==> src/hdl/s2i_pkg.sv <==
// Shared types, character codes and digit decoders for the string parser.
package s2i_pkg;

   localparam int unsigned VALUE_W = 64;
   localparam int unsigned CHAR_W  = 8;

   // parse phases
   localparam logic [2:0] PH_SIGNS = 3'd0;
   localparam logic [2:0] PH_ZERO  = 3'd1;
   localparam logic [2:0] PH_DEC   = 3'd2;
   localparam logic [2:0] PH_HEX   = 3'd3;
   localparam logic [2:0] PH_DONE  = 3'd4;

   localparam logic [CHAR_W-1:0] CH_0     = 8'h30;
   localparam logic [CHAR_W-1:0] CH_9     = 8'h39;
   localparam logic [CHAR_W-1:0] CH_UP_A  = 8'h41;
   localparam logic [CHAR_W-1:0] CH_UP_F  = 8'h46;
   localparam logic [CHAR_W-1:0] CH_LO_A  = 8'h61;
   localparam logic [CHAR_W-1:0] CH_LO_F  = 8'h66;
   localparam logic [CHAR_W-1:0] CH_UP_X  = 8'h58;
   localparam logic [CHAR_W-1:0] CH_LO_X  = 8'h78;
   localparam logic [CHAR_W-1:0] CH_MINUS = 8'h2D;
   localparam logic [CHAR_W-1:0] CH_PLUS  = 8'h2B;

   typedef struct packed {
      logic       ok;
      logic [3:0] val;
   } s2i_digit_type;

   // finished string: sign and magnitude before negation
   typedef struct packed {
      logic               neg;
      logic [VALUE_W-1:0] mag;
   } s2i_raw_type;

   function automatic s2i_digit_type s2i_dec_digit(input logic [CHAR_W-1:0] c);
      s2i_digit_type d;
      logic [CHAR_W-1:0] diff;
      diff  = c - CH_0;
      d.ok  = (c >= CH_0) && (c <= CH_9);
      d.val = diff[3:0];
      return d;
   endfunction

   function automatic s2i_digit_type s2i_hex_digit(input logic [CHAR_W-1:0] c);
      s2i_digit_type d;
      logic [CHAR_W-1:0] diff;
      d = s2i_dec_digit(c);
      if (!d.ok) begin
         if (c >= CH_UP_A && c <= CH_UP_F) begin
            diff  = c - CH_UP_A + 8'd10;
            d.ok  = 1'b1;
            d.val = diff[3:0];
         end else if (c >= CH_LO_A && c <= CH_LO_F) begin
            diff  = c - CH_LO_A + 8'd10;
            d.ok  = 1'b1;
            d.val = diff[3:0];
         end
      end
      return d;
   endfunction

endpackage

==> src/hdl/s2i_parse.sv <==
// Per-character parse state machine and 64-bit accumulator.
module s2i_parse (
   input  logic                          clock,
   input  logic                          reset,
   input  logic                          in_valid,
   input  logic [s2i_pkg::CHAR_W-1:0]    in_char,
   input  logic                          in_last,
   output logic                          in_take,
   input  logic                          raw_ready,
   output logic                          raw_valid,
   output s2i_pkg::s2i_raw_type          raw
);
   import s2i_pkg::*;

   logic [2:0]         phase_ff, phase_in;
   logic               neg_ff, neg_in;
   logic [VALUE_W-1:0] acc_ff, acc_in;
   logic [2:0]         ph_step;
   logic               neg_step;
   logic [VALUE_W-1:0] acc_step;
   s2i_digit_type      dd, hd;
   logic [VALUE_W-1:0] acc_x10, acc_x16;

   assign dd = s2i_dec_digit(in_char);
   assign hd = s2i_hex_digit(in_char);

   // acc*10 = acc*8 + acc*2
   assign acc_x10 = {acc_ff[VALUE_W-4:0], 3'b000} + {acc_ff[VALUE_W-2:0], 1'b0}
                    + {{(VALUE_W-4){1'b0}}, dd.val};
   assign acc_x16 = {acc_ff[VALUE_W-5:0], hd.val};

   always_comb begin
      ph_step  = phase_ff;
      neg_step = neg_ff;
      acc_step = acc_ff;
      unique case (phase_ff)
         PH_SIGNS: begin
            if (in_char == CH_MINUS) begin
               neg_step = ~neg_ff;
            end else if (in_char == CH_PLUS) begin
               ph_step = PH_SIGNS;
            end else if (in_char == CH_0) begin
               acc_step = '0;
               ph_step  = PH_ZERO;
            end else if (dd.ok) begin
               acc_step = acc_x10;
               ph_step  = PH_DEC;
            end else begin
               ph_step = PH_DONE;
            end
         end
         PH_ZERO: begin
            if (in_char == CH_LO_X || in_char == CH_UP_X) begin
               ph_step = PH_HEX;
            end else if (dd.ok) begin
               acc_step = acc_x10;
               ph_step  = PH_DEC;
            end else begin
               ph_step = PH_DONE;
            end
         end
         PH_DEC: begin
            if (dd.ok) begin
               acc_step = acc_x10;
            end else begin
               ph_step = PH_DONE;
            end
         end
         PH_HEX: begin
            if (hd.ok) begin
               acc_step = acc_x16;
            end else begin
               ph_step = PH_DONE;
            end
         end
         default: ph_step = PH_DONE;
      endcase
   end

   // a last character waits here until the result stage has room
   assign in_take   = in_valid && (!in_last || raw_ready);
   assign raw_valid = in_valid && in_last;
   assign raw.neg   = neg_step;
   assign raw.mag   = acc_step;

   always_comb begin
      phase_in = phase_ff;
      neg_in   = neg_ff;
      acc_in   = acc_ff;
      if (in_take) begin
         if (in_last) begin
            phase_in = PH_SIGNS;
            neg_in   = 1'b0;
            acc_in   = '0;
         end else begin
            phase_in = ph_step;
            neg_in   = neg_step;
            acc_in   = acc_step;
         end
      end
   end

   always_ff @(posedge clock) begin
      if (reset) begin
         phase_ff <= PH_SIGNS;
         neg_ff   <= 1'b0;
         acc_ff   <= '0;
      end else begin
         phase_ff <= phase_in;
         neg_ff   <= neg_in;
         acc_ff   <= acc_in;
      end
   end

endmodule

==> src/hdl/s2i_result.sv <==
// Result stages: holds the finished magnitude, then applies the sign into the output register.
module s2i_result (
   input  logic                          clock,
   input  logic                          reset,
   input  logic                          raw_valid,
   input  s2i_pkg::s2i_raw_type          raw,
   output logic                          raw_ready,
   output logic                          out_valid,
   output logic [s2i_pkg::VALUE_W-1:0]   out_value,
   input  logic                          out_ready
);
   import s2i_pkg::*;

   logic               hold_valid_ff, hold_valid_in;
   s2i_raw_type        hold_ff, hold_in;
   logic               out_valid_ff, out_valid_in;
   logic [VALUE_W-1:0] out_ff, out_in;
   logic               out_free;

   assign out_free  = !out_valid_ff || out_ready;
   assign raw_ready = !hold_valid_ff || out_free;

   always_comb begin
      hold_valid_in = hold_valid_ff;
      hold_in       = hold_ff;
      if (raw_ready) begin
         hold_valid_in = raw_valid;
         hold_in       = raw;
      end
   end

   always_comb begin
      out_valid_in = out_valid_ff;
      out_in       = out_ff;
      if (out_free) begin
         out_valid_in = hold_valid_ff;
         out_in       = hold_ff.neg ? (VALUE_W'(0) - hold_ff.mag) : hold_ff.mag;
      end
   end

   always_ff @(posedge clock) begin
      if (reset) begin
         hold_valid_ff <= 1'b0;
         out_valid_ff  <= 1'b0;
      end else begin
         hold_valid_ff <= hold_valid_in;
         out_valid_ff  <= out_valid_in;
      end
   end

   always_ff @(posedge clock) begin
      hold_ff <= hold_in;
      out_ff  <= out_in;
   end

   assign out_valid = out_valid_ff;
   assign out_value = out_ff;

endmodule

==> src/hdl/string_to_int64_parser.sv <==
// Top level: streaming decimal/hex string to 64-bit integer parser.
// Throughput: one character transaction per cycle, sustained, when rsp_tready stays high.
// The last character passes through the input, hold and output registers on its way to rsp_tvalid.
// Each character costs one shift-and-add on the accumulator; the sign is applied
//    in a stage of its own, off the accumulator path.
// Reset (synchronous, active high) empties all stages and returns the parser to sign phase.
module string_to_int64_parser (
   input  logic        clock,
   input  logic        reset,
   // input channel
   input  logic        req_tvalid,
   output logic        req_tready,
   input  logic [7:0]  req_tdata,   // [7:0] character
   input  logic        req_tlast,   // last_char
   // result channel
   output logic        rsp_tvalid,
   input  logic        rsp_tready,
   output logic [63:0] rsp_tdata    // [63:0] value
);
   import s2i_pkg::*;

   // input register stage
   logic              s0_valid_ff, s0_valid_in;
   logic [CHAR_W-1:0] s0_char_ff, s0_char_in;
   logic              s0_last_ff, s0_last_in;

   logic        s0_take;
   logic        raw_valid, raw_ready;
   s2i_raw_type raw;

   // input stage frees up whenever the parser consumes its character
   assign req_tready = !s0_valid_ff || s0_take;

   always_comb begin
      s0_valid_in = s0_valid_ff;
      s0_char_in  = s0_char_ff;
      s0_last_in  = s0_last_ff;
      if (req_tready) begin
         s0_valid_in = req_tvalid;
         s0_char_in  = req_tdata;
         s0_last_in  = req_tlast;
      end
   end

   always_ff @(posedge clock) begin
      if (reset) begin
         s0_valid_ff <= 1'b0;
      end else begin
         s0_valid_ff <= s0_valid_in;
      end
   end

   always_ff @(posedge clock) begin
      s0_char_ff <= s0_char_in;
      s0_last_ff <= s0_last_in;
   end

   // sign run, "0x" prefix detection and digit accumulation
   s2i_parse u_parse (
      .clock     (clock),
      .reset     (reset),
      .in_valid  (s0_valid_ff),
      .in_char   (s0_char_ff),
      .in_last   (s0_last_ff),
      .in_take   (s0_take),
      .raw_ready (raw_ready),
      .raw_valid (raw_valid),
      .raw       (raw)
   );

   // hold register plus two's-complement output register; acts as the skid buffer
   s2i_result u_result (
      .clock     (clock),
      .reset     (reset),
      .raw_valid (raw_valid),
      .raw       (raw),
      .raw_ready (raw_ready),
      .out_valid (rsp_tvalid),
      .out_value (rsp_tdata),
      .out_ready (rsp_tready)
   );

endmodule

==> config.mk <==
export PLATFORM = sky130hd
export DESIGN_NAME = string_to_int64_parser
export DESIGN_NICKNAME = d
export VERILOG_FILES = /design/src/hdl/s2i_pkg.sv /design/src/hdl/s2i_parse.sv /design/src/hdl/s2i_result.sv /design/src/hdl/string_to_int64_parser.sv
export SDC_FILE = /design/constraint.sdc
export NUM_CORES = 1
export LEC_CHECK = 0
export ABC_AREA = 1
export BUFFER_PORTS_ARGS = -buffer_cell sky130_fd_sc_hd__buf_4
export CAP_MARGIN = 5
export CORE_ASPECT_RATIO = 1.2
export CORE_MARGIN = 3
export CORE_UTILIZATION = 56
export CTS_CLUSTER_SIZE = 20
export DETAILED_ROUTE_END_ITERATION = 12
export GPL_ROUTABILITY_DRIVEN = 1
export PLACE_DENSITY = 0.76
export SLEW_MARGIN = 20
export SYNTH_ARGS = -nofsm -noshare
export SYNTH_HDL_FRONTEND = slang
export SYNTH_SLANG_ARGS = --single-unit
==> constraint.sdc <==
create_clock -name clock -period 4.7 [get_ports clock]
set_input_delay 0.94 -clock clock [delete_from_list [all_inputs] [get_ports clock]]
set_output_delay 0.94 -clock clock [all_outputs]
set_load 0.02 [all_outputs]
# After elaboration in Yosys (flattened, before gate mapping)
# Index checks and enable logic that the tools add are counted.
[classes]
add_sub_neg = 8
n_lt_le_gt_ge = 6
eq_ne = 11
mux = 24
bitwise = 1
n_reduce_logical = 16
[ops]
columns = ["op", "count"]
rows = [
  ["64-bit two-way mux", 8],
  ["64-bit case mux with 4 select lines", 1],
  ["64-bit by 4-bit adder with 64-bit output", 1],
  ["64-bit adder", 1],
  ["1-bit by 64-bit subtractor with 64-bit output (first input constant)", 1],
  ["8-bit by 6-bit equality test with 1-bit output (second input constant)", 3],
  ["3-bit two-way mux", 8],
  ["8-bit by 7-bit equality test with 1-bit output (second input constant)", 2],
  ["8-bit by 7-bit >= comparator with 1-bit output (second input constant)", 2],
  ["8-bit by 7-bit <= comparator with 1-bit output (second input constant)", 2],
  ["5-bit two-way mux", 3],
  ["3-bit case mux with 4 select lines", 1],
  ["4-bit by 1-bit subtractor with 4-bit output (second input constant)", 3],
  ["3-bit inequality test (second input constant)", 3],
  ["4-bit adder (second input constant)", 2],
  ["8-bit by 6-bit >= comparator with 1-bit output (second input constant)", 1],
  ["8-bit by 6-bit <= comparator with 1-bit output (second input constant)", 1],
  ["3-bit by 2-bit equality test with 1-bit output (second input constant)", 2],
  ["1-bit logical AND", 5],
  ["1-bit logical OR", 5],
  ["1-bit zero test", 4],
  ["4-bit AND reduction", 1],
  ["3-bit by 1-bit equality test with 1-bit output (second input constant)", 1],
  ["3-bit zero test", 1],
  ["2 further kinds", 4],
]
[word_totals]
reg_bits = 209
in_bits = 13
out_inout_bits = 66
elab_cells = 77

# Logic depth before layout (Yosys ltp)
# Gate-level depths: netlist (run 1).
[logic_depth]
depth_word = 8
mapped_depth = 21
ltp_nobuf = 21

# Hierarchy
# A second synthesis (run 1) with hierarchy kept.
[unflattened]
cells_unflattened = 2866
area_unflattened_um2 = 18469.0
[modules_own_cells]
columns = ["module", "n_inst", "cells_per_inst", "area_per_inst_um2", "seq_area_each_um2"]
rows = [
  ["s2i_parse", 1, 2248, 11950.2, 1361.3],
  ["s2i_result", 1, 604, 6206.0, 3913.8],
  ["string_to_int64_parser", 1, 14, 312.8, 290.3],
]

# Worst setup path before layout (run 1)
# No wires, ideal clock.
[synth_path]
path_type = "input-to-reg"
startpoint = "input port rsp_tready"
endpoint = "register u_parse.acc_ff[12]"
setup_ns = 0.072
t_arrival_ns = 5.006
required_ns = 4.628
setup_slack_ns = -0.378
cell_stages = 10
path_buffers = 2
path_cell_list = "nor2_1 -> inv_1 -> nor2_1 -> inv_1 -> o21ai_1 -> nor2_1 -> clkbuf_1 -> buf_1 -> nand2_1 -> a21oi_1"
[synth_between]
elab_chain_cells = 4
[synth_rtl]
columns = ["item", "line", "source"]
rows = [
  ["start: declaration", "string_to_int64_parser.sv:17", "input logic rsp_tready,"],
  ["1-bit logical OR", "s2i_result.sv:20", "assign out_free = !out_valid_ff || out_ready;"],
  ["net u_result.out_free", "s2i_result.sv:18", "logic out_free;"],
  ["1-bit logical OR", "s2i_result.sv:21", "assign raw_ready = !hold_valid_ff || out_free;"],
  ["net raw_ready", "string_to_int64_parser.sv:28", "logic raw_valid, raw_ready;"],
  ["1-bit logical OR", "s2i_parse.sv:81", "assign in_take = in_valid && (!in_last || raw_ready);"],
  ["1-bit logical AND", "s2i_parse.sv:81", ""],
  ["end signal: assignment", "s2i_parse.sv:111", "acc_ff <= acc_in;"],
  ["end: declaration", "s2i_parse.sv:17", "logic [VALUE_W-1:0] acc_ff, acc_in;"],
]
# The timed path passes the listed nets, and every way through them passes these cells.
# A chain may end at the register's enable or synchronous reset.

==> impl_metrics.env, run 1 <==
export IMPL_power_density_nw_per_um2=231
export IMPL_hold_viol_final=0
export IMPL_cts_htree_levels=1
export IMPL_drcViolationCount=0
export IMPL_tritoncts="yes"
export IMPL_die_h_um=203
export IMPL_io_buffer_count=78
export IMPL_syn2layout_area_growth_pct=8.54
export IMPL_dr_pass1_iters=6
export IMPL_dpl_cell_count=3037
export IMPL_ys_ff_latch=209
export IMPL_synth_warnings=0
export IMPL_rsz0062_at_grt="no"
export IMPL_avgSynthCellArea_sq_um=6.92
export IMPL_fin_cells=3075
export IMPL_fin_skew_ps=26.6
export IMPL_finalCritPeriodShare_pct=76.7
export IMPL_crit_arrival_ps=3890
export IMPL_grt_max_degree=72
export IMPL_io_pins=79
export IMPL_setup_viol=0
export IMPL_slew_violations=0
export IMPL_viasPerCell=5.64
export IMPL_r2r_start="s0_char_ff[3]$_DFFE_PP_"
export IMPL_yosys_most_used_dff="edfxtp_1"
export IMPL_place_area_sq_um=18900
export IMPL_initial_utilization_pct=57.2
export IMPL_synthesis_nets=2754
export IMPL_post_cts_buffers=0
export IMPL_clock_sinks=209
export IMPL_core_region_area_sq_um=31600
export IMPL_worst_pin_slew_ps=994
export IMPL_synthesis_area_sq_um=18100
export IMPL_vias=17300
export IMPL_cp_max_fo=7
export IMPL_num_antenna_cells=0
export IMPL_gp_congestion=1.01
export IMPL_synth_area_leader_cell="edfxtp_1"
export IMPL_fin_area_sq_um=19600
export IMPL_netlist_instances=2613
export IMPL_clkSlewWorstSetupHoldPaths_ps=70
export IMPL_status="complete, no violations"
export IMPL_nFillCells=2988
export IMPL_worstHoldStart="u_parse.neg_ff$_SDFFE_PP0P_"
export IMPL_ir_drop_mv=0.187
export IMPL_grt_pass1_wl_mm=86.5
export IMPL_final_common_cell="nand2_1"
export IMPL_wl_per_cell_um=17.9
export IMPL_synthArstFlopShare_pct=0
export IMPL_fin_nets=2800
export IMPL_whs_ps=490
export IMPL_drtAntennaViolNets=0
export IMPL_yosysSeqAreaShare_pct=30.8
export IMPL_synth_edf_count=138
export IMPL_clockRootBuffer="clkbuf_16"
export IMPL_drv_cap=0
export IMPL_antenna_found_initial=1
export IMPL_grt_pass1_vias=16200
export IMPL_path_class="register to register"
export IMPL_hpwl_mm=42.8
export IMPL_layout_common_cells="nand2_1 (863), inv_1 (423), a21oi_1 (180)"
export IMPL_cts_buffer_depth=3
export IMPL_crit_path_end_kind="register"
export IMPL_yosys_area_top_type_share_pct=22.9
export IMPL_leakagePower_nw=9.92
export IMPL_grt_overflow_total=0
export IMPL_drive_gt1_share_pct=10.0
export IMPL_drt_total_wl_mm=55.1
export IMPL_synth_area_leaders="edfxtp_1 (23%), nand2_1 (18%), inv_1 (8.8%)"
export IMPL_rows=71
export IMPL_cp_data_required_time_ps=4980
export IMPL_setup_worst_path_start_class="register"
export IMPL_die_area_sq_um=34500
export IMPL_ys_types=59
export IMPL_holdBufCountCts=0
export IMPL_cts_resized_gates=0
export IMPL_period_minus_slack_ps=3610
export IMPL_cts_made_buffers=21
export IMPL_clock_latency_ps=530
export IMPL_finalPower_mw=4.52
export IMPL_grt_total_usage_pct=31.5
export IMPL_hold_path_class="register to register"
export IMPL_clock_fmax_mhz=277
export IMPL_die_w_um=170
export IMPL_drt_iter0_markers=1623
export IMPL_fin_tns_setup_ps=0
export IMPL_startpoint="s0_char_ff[3]$_DFFE_PP_"
export IMPL_relSlewSlack_pct=33.1
[layer usage]
metal | vias to the layer above | routed length (um) | global-route usage [%]
met5 | - | 24 | 0
met4 | 2 | 2170 | 11.9
met3 | 123 | 5010 | 5.55
met2 | 756 | 24100 | 49.3
met1 | 7939 | 23800 | 43.5
li1 | 8524 | - | -
[power by group]
part | total [mW] | switching (mW) | internal, mW
sequential | 2.11 | 0.0685 | 2.04
combinational | 0.633 | 0.417 | 0.216
clock | 1.78 | 0.757 | 1.02
[cell families (layout without fill, tap and decap cells)]
kind of cell	after synthesis	after routing	share of synthesized area, %
AO/OA/AOI/OAI	386	386	14.6
buffers and inverters	505	566	11.3
XOR/XNOR	74	74	3.59
AND/OR/NAND/NOR	1311	1311	30.9
flip-flops	209	209	30.8
adder cells (fa/ha/maj)	128	128	8.94
[state kept, by name, indices dropped and copies added, names as in the netlist]
| signal | cells |
|---|---|
| u_parse.phase_ff | 3 |
| u_result.out_value | 64 |
| u_parse.neg_ff | 1 |
| u_result.hold_ff | 65 |
| s0_valid_ff | 1 |
| s0_char_ff | 8 |
| u_result.out_valid | 1 |
| u_parse.acc_ff | 64 |
| u_result.hold_valid_ff | 1 |
| s0_last_ff | 1 |
[synth_stat cells (6+ instances only)]
library cell  number
nand3b_1          10
nand2_1          863
nor2_1           179
a21oi_1          180
inv_2             12
nor3_1            27
o21bai_1          13
xor2_1            38
edfxtp_1         138
nor3_2             6
a21oi_2           10
nor2_2             8
buf_2              7
xnor2_1           36
buf_6              9
dfxtp_1           71
or2_2             12
o211ai_1           6
a211oi_2           9
a21boi_2           9
nand4_1           15
a221oi_2          29
nand2_2            8
ha_1             126
nand3_1          142
inv_1            425
o21ai_1           22
o21ai_0           45
clkbuf_1          37
nor4_1            18
a21boi_0          32
[worst max-delay path, cell delays in order (launching register included)]
cell and delay [ps]:
edfxtp_1 480, inv_2 100, fa_1 540, inv_1 70
ha_1 310, nand3_1 70, nand3_1 200, nand2_1 130
nand2_1 130, nand2_1 90, nand2_1 80, nand2_1 110
nand2_1 240, nand2_1 180, nand2_1 70, nand2_1 60
nand2_1 70, nand2_1 60, nand2_1 70, a21boi_0 320
[cell type report]
cell class | count | area [sq um] | area share, %
Timing Repair Buffer | 86 | 646 | 3.29
Multi-Input combinational cell | 1899 | 10500 | 53.5
Inverter | 442 | 1690 | 8.59
Clock buffer | 24 | 547 | 2.79
Clock inverter | 14 | 180 | 0.918
Tap cell | 401 | 502 | 2.56
Sequential cell | 209 | 5570 | 28.4
[per-stage QoR]
step / setup WS [ps] / util, %
floorplan: 170 / -
global placement: 1240 / 59.7
detailed placement: 1220 / 59.7
CTS: 1180 / 62.0
global route: 789 / 62.0
finish: 1090 / 62.0
[final timing paths]
| check | endpoint | slack, ps | cells after the start |
|---|---|---|---|
| worst max-delay path | u_result.hold_ff[61]$_DFFE_PP_ | 1090 | 19 |
| worst min-delay path | u_parse.neg_ff$_SDFFE_PP0P_ | 490 | 2 |
| worst max register to register | u_result.hold_ff[61]$_DFFE_PP_ | 1090 | 19 |
| worst min register to register | u_parse.neg_ff$_SDFFE_PP0P_ | 490 | 2 |
Power figures use the tool's default switching activity.
==> inputs of run 2 (changes only) <==
--- a/config.mk
+++ b/config.mk
@@ -14,7 +14,7 @@
 export CTS_CLUSTER_SIZE = 20
 export DETAILED_ROUTE_END_ITERATION = 12
 export GPL_ROUTABILITY_DRIVEN = 1
-export PLACE_DENSITY = 0.76
+export PLACE_DENSITY = 0.74
 export SLEW_MARGIN = 20
 export SYNTH_ARGS = -nofsm -noshare
 export SYNTH_HDL_FRONTEND = slang
==> constraint.sdc (replaced) <==
create_clock -name clock -period 3.5 [get_ports clock]
set_input_delay 0.7 -clock clock [delete_from_list [all_inputs] [get_ports clock]]
set_output_delay 0.7 -clock clock [all_outputs]
set_load 0.02 [all_outputs]
==> impl_metrics.env, run 2 (synthesis gave the netlist of run 1 again) <==
export IMPL_num_antenna_cells=0
export IMPL_antenna_found_initial=0
export IMPL_dr_pass1_iters=6
export IMPL_tritoncts="yes"
export IMPL_setup_viol=0
export IMPL_grt_pass1_wl_mm=85.5
export IMPL_p_switching_mw=1.68
export IMPL_crit_arrival_ps=3600
export IMPL_fin_skew_ps=34.4
export IMPL_seq_power_share_pct=45.7
export IMPL_fin_area_sq_um=19800
export IMPL_hold_path_class="input pin to register"
export IMPL_finalCritPeriodShare_pct=93.7
export IMPL_combPwrFrac_pct=14.0
export IMPL_path_class="register to register"
export IMPL_period_minus_slack_ps=3280
export IMPL_drv_cap=0
export IMPL_dpl_cell_count=3057
export IMPL_register_area_sq_um=5570
export IMPL_cp_max_fo=4
export IMPL_clock_fmax_mhz=305
export IMPL_leakagePower_nw=10.1
export IMPL_core_region_area_sq_um=31600
export IMPL_status="complete, no violations"
export IMPL_cts_made_buffers=21
export IMPL_gp_congestion=1.02
export IMPL_power_density_nw_per_um2=312
export IMPL_worst_pin_slew_ps=1020
export IMPL_vias=17400
export IMPL_initial_utilization_pct=57.2
export IMPL_internal_power_mw=4.51
export IMPL_die_area_sq_um=34500
export IMPL_cts_buffer_depth=3
export IMPL_clock_latency_ps=540
export IMPL_cpMostUsedCell="nand2_1"
export IMPL_grt_overflow_total=0
export IMPL_grt_max_degree=72
export IMPL_slew_violations=0
export IMPL_die_w_um=170
export IMPL_cts_htree_levels=1
export IMPL_wl_per_cell_um=17.6
export IMPL_ir_drop_mv=0.270
export IMPL_drcViolationCount=0
export IMPL_grt_pass1_vias=16200
export IMPL_final_common_cell="nand2_1"
export IMPL_drt_iter0_markers=1986
export IMPL_cp_slowest_cell="fa_1"
export IMPL_post_cts_buffers=0
export IMPL_die_h_um=203
export IMPL_clkSlewWorstSetupHoldPaths_ps=70
export IMPL_clock_sinks=209
export IMPL_syn2layout_area_growth_pct=9.75
export IMPL_holdBufCountCts=0
export IMPL_drt_total_wl_mm=54.6
export IMPL_cp_data_required_time_ps=3820
export IMPL_cpPeakStageDelay_ps=530
export IMPL_rsz0062_at_grt="no"
export IMPL_power_switching_share_pct=27.1
export IMPL_largest_register="u_result.hold_ff"
export IMPL_drive_gt1_share_pct=11.0
export IMPL_io_buffer_count=78
export IMPL_clockPowerShare_pct=40.3
export IMPL_fin_cells=3095
export IMPL_io_pins=79
export IMPL_grt_total_usage_pct=31.0
export IMPL_largest_reg_flops=65
export IMPL_drtAntennaViolNets=0
export IMPL_final_util_pct=62.7
export IMPL_fin_nets=2820
export IMPL_crit_path_end_kind="register"
export IMPL_place_area_sq_um=19100
export IMPL_rows=71
export IMPL_multiInputGateArea_sq_um=10500
export IMPL_relSlewSlack_pct=32.1
export IMPL_setup_worst_path_start_class="register"
export IMPL_viasPerCell=5.61
export IMPL_hpwl_mm=42.1
export IMPL_layout_common_cells="nand2_1 (860), inv_1 (423), a21oi_1 (180)"
export IMPL_clockRootBuffer="clkbuf_16"
export IMPL_cp_cell_sequence="inv_1 > fa_1 > inv_1 > fa_1 > nand3_1 > nand3_2 > nand2_1 > nand2_1 > nand2_1 > nand3_1 > nand2_1 > nand3_1 > nand2_1 > nand2_1 > nand2_1 > nand2_1 > a21boi_0"
export IMPL_nFillCells=2967
export IMPL_hold_viol_final=0
==> run 2: cell types whose count changed in the layout (fill, tap and decap cells not counted), sizes merged <==
cell / before / now
buf: 86 / 106
clkbuf: 24 / 29
clkinv: 6 / 2
inv: 446 / 442
clkinvlp: 1 / 4
==> run 2: path summary, 6_finish.rpt <==
path,depth (start not counted),end,start,slack [ps]
worst max-delay path,17,u_result.hold_ff[58]$_DFFE_PP_,u_parse.acc_ff[0]$_SDFFE_PP0P_,220
worst min-delay path,1,s0_char_ff[7]$_DFFE_PP_,req_tdata[7],360
worst max register to register,17,u_result.hold_ff[58]$_DFFE_PP_,u_parse.acc_ff[0]$_SDFFE_PP0P_,220
worst min register to register,2,u_parse.neg_ff$_SDFFE_PP0P_,u_parse.neg_ff$_SDFFE_PP0P_,480
==> run 2: layout make-up <==
type                       count  share of cell area, %
multi-input combinational   1899                   53.1
inverter                     442                   8.51
clock buffer                  29                   3.11
clock inverter                 9                  0.700
tap                          401                   2.53
timing repair buffer         106                   4.01
sequential                   209                   28.1
==> run 2: critical path, delay by kind of cell, from the launching register on <==
kind,cells,cell delay (ps)
AOI/OAI and AO/OA,1,220
adders and majority gates,2,1010
buffers and inverters,2,180
DFF,1,370
and+or+nand+nor,12,1280
==> run 2: timing repair <==
item	CTS	global route
setup endpoints to repair	0	19
resized for setup	0	10
hold endpoints to repair	0	0
==> run 2: stage by stage <==
stage	hold slack (ps)	setup TNS (ps)	setup slack, ps	power [mW]
3_5_place_dp	472	0	127	3.73
5_1_grt	354	0	13.0	6.40
4_1_cts	341	0	81.7	6.20
3_3_place_gp	464	0	200	3.72
2_1_floorplan	451	-25360	-414	3.46
6_report	359	0	221	6.18
==> run 2: power groups by stage <==
stage | Sequential [mW] | Combinational, mW | Clock [mW]
after floorplan | 2.93 | 0.536 | 0
after global placement | 2.88 | 0.838 | 0
after detailed placement | 2.88 | 0.852 | 0
after CTS | 2.83 | 0.857 | 2.52
after global routing | 2.84 | 0.947 | 2.61
final | 2.83 | 0.863 | 2.49
==> run 2: layer usage <==
| metal | part of all wire, % | up-vias | wire [um] | global-route usage [%] |
|---|---|---|---|---|
| li1 | - | 8579 | - | - |
| met1 | 44 | 7964 | 23800 | 43.9 |
| met2 | 45 | 711 | 24300 | 49.8 |
| met3 | 8.6 | 118 | 4700 | 3.43 |
| met4 | 3.2 | 0 | 1770 | 9.65 |
| met5 | 0 | - | 0 | 0 |
==> inputs of run 3 (changes only) <==
==> constraint.sdc (replaced) <==
create_clock -name clock -period 3.85 [get_ports clock]
set_input_delay 0.77 -clock clock [delete_from_list [all_inputs] [get_ports clock]]
set_output_delay 0.77 -clock clock [all_outputs]
set_load 0.02 [all_outputs]
==> impl_metrics.env, run 3 (synthesis gave the netlist of run 1 again) <==
export IMPL_status="complete, no violations"
export IMPL_io_buffer_count=78
export IMPL_post_cts_buffers=0
export IMPL_place_area_sq_um=18900
export IMPL_clock_fmax_mhz=282
export IMPL_tritoncts="yes"
export IMPL_period_minus_slack_ps=3550
export IMPL_path_class="register to register"
export IMPL_hold_viol_final=0
export IMPL_relSlewSlack_pct=33.9
export IMPL_cp_max_fo=7
export IMPL_fin_nets=2806
export IMPL_power_switching_share_pct=28.1
export IMPL_clockRootBuffer="clkbuf_16"
export IMPL_cp_data_required_time_ps=4210
export IMPL_multiInputGateArea_sq_um=10500
export IMPL_grt_overflow_total=0
export IMPL_hold_path_class="input pin to register"
export IMPL_syn2layout_area_growth_pct=8.95
export IMPL_hpwl_mm=43.4
export IMPL_cts_htree_levels=1
export IMPL_grt_max_degree=72
export IMPL_finalCritPeriodShare_pct=92.2
export IMPL_setup_viol=0
export IMPL_cpPeakStageDelay_ps=560
export IMPL_power_density_nw_per_um2=282
export IMPL_die_h_um=203
export IMPL_pre_cts_slack_ps=315
export IMPL_internal_power_mw=3.99
export IMPL_holdBufCountCts=0
export IMPL_clkSlewWorstSetupHoldPaths_ps=60
export IMPL_hold_depth=1
export IMPL_combPwrFrac_pct=14.1
export IMPL_drt_iter0_markers=1743
export IMPL_path_buf_inv=2
export IMPL_drt_total_wl_mm=55.4
export IMPL_grt_pass1_vias=16400
export IMPL_cts_made_buffers=23
export IMPL_cts_buffer_depth=3
export IMPL_num_antenna_cells=0
export IMPL_cts_resized_gates=0
export IMPL_worstHoldStart="req_tdata[7]"
export IMPL_cp_cell_sequence="inv_2 > fa_1 > inv_1 > ha_1 > nand3_1 > nand3_1 > nand2_1 > nand2_1 > nand2_1 > nand2_1 > nand2_1 > nand2_1 > nand2_1 > nand2_1 > nand2_1 > nand3_1 > nand2_1 > nand2_1 > nand3_1 > a21oi_1"
export IMPL_setup_worst_path_start_class="register"
export IMPL_hold_path_end="s0_char_ff[7]$_DFFE_PP_"
export IMPL_crit_arrival_ps=3910
export IMPL_largest_reg_flops=65
export IMPL_rsz0062_at_grt="no"
export IMPL_gp_congestion=1.00
export IMPL_crit_family="simple AND/OR/NAND/NOR gates"
export IMPL_final_util_pct=62.3
export IMPL_dr_pass1_iters=7
export IMPL_slew_violations=0
export IMPL_startpoint="s0_char_ff[3]$_DFFE_PP_"
export IMPL_reg2reg_to="u_parse.acc_ff[47]$_SDFFE_PP0P_"
export IMPL_clock_latency_ps=550
export IMPL_core_region_area_sq_um=31600
export IMPL_fin_area_sq_um=19700
export IMPL_whs_ps=404
export IMPL_drcViolationCount=0
export IMPL_worst_pin_slew_ps=991
export IMPL_grt_total_usage_pct=31.9
export IMPL_timing_final_ws_setup_ps=300
export IMPL_dpl_cell_count=3041
export IMPL_fin_tns_setup_ps=0
export IMPL_ir_drop_mv=0.267
export IMPL_wl_per_cell_um=18.0
export IMPL_fin_cells=3083
export IMPL_p_switching_mw=1.56
export IMPL_drive_gt1_share_pct=10.3
export IMPL_rows=71
export IMPL_crit_path_end_kind="register"
export IMPL_r2r_cells=20
export IMPL_fin_skew_ps=32.7
export IMPL_leakagePower_nw=9.95
export IMPL_nFillCells=2974
export IMPL_seq_power_share_pct=46.5
export IMPL_die_area_sq_um=34500
export IMPL_largest_register="u_result.hold_ff"
export IMPL_cpMostUsedCell="nand2_1"
export IMPL_final_common_cell="nand2_1"
export IMPL_register_area_sq_um=5570
export IMPL_io_pins=79
export IMPL_die_w_um=170
export IMPL_finalPower_mw=5.55
export IMPL_rrSetupSlack_ps=300
export IMPL_initial_utilization_pct=57.2
export IMPL_viasPerCell=5.60
export IMPL_drv_cap=0
export IMPL_grt_pass1_wl_mm=87.5
export IMPL_r2r_start="s0_char_ff[3]$_DFFE_PP_"
export IMPL_clockPowerShare_pct=39.5
export IMPL_layout_common_cells="nand2_1 (863), inv_1 (423), a21oi_1 (180)"
export IMPL_cp_slowest_cell="fa_1"
export IMPL_antenna_found_initial=1
export IMPL_clock_sinks=209
export IMPL_vias=17300
export IMPL_drtAntennaViolNets=0
==> run 3: worst max path at each step <==
stage | cells past startpoint | end | slack (ps)
6_report | 20 | u_parse.acc_ff[47]$_SDFFE_PP0P_ | 300
5_1_grt | 21 | u_parse.acc_ff[61]$_SDFFE_PP0P_ | 70
4_1_cts | 14 | u_result.hold_ff[34]$_DFFE_PP_ | 300
3_5_place_dp | 14 | u_result.hold_ff[34]$_DFFE_PP_ | 320
3_3_place_gp | 14 | u_result.hold_ff[34]$_DFFE_PP_ | 400
2_1_floorplan | 10 | u_parse.acc_ff[14]$_SDFFE_PP0P_ | -130
==> run 3: layer usage <==
layer	vias up	part of all wire, %	global-route usage (%)	wire length (um)
met5	-	0	0	0
met4	0	2.9	9.04	1580
met3	96	8.7	4.87	4820
met2	721	44	50.6	24500
met1	7903	44	45.3	24500
li1	8545	-	-	-
==> run 3: cell type report <==
| cell class | count | share of cell area [%] |
|---|---|---|
| clock inverters | 14 | 0.705 |
| clock buffers | 28 | 3.12 |
| inverters | 442 | 8.58 |
| multi-input cells | 1899 | 53.4 |
| well taps | 401 | 2.55 |
| repair buffers | 90 | 3.43 |
| flip-flops and latches | 209 | 28.3 |
==> run 3: power groups by stage <==
stage          clock network (mW)  registers [mW]  logic [mW]
3_3_place_gp                    0            2.62       0.761
2_1_floorplan                   0            2.66       0.487
5_1_grt                      2.30            2.59       0.856
3_5_place_dp                    0            2.62       0.773
4_1_cts                      2.22            2.58       0.777
6_report                     2.19            2.58       0.780
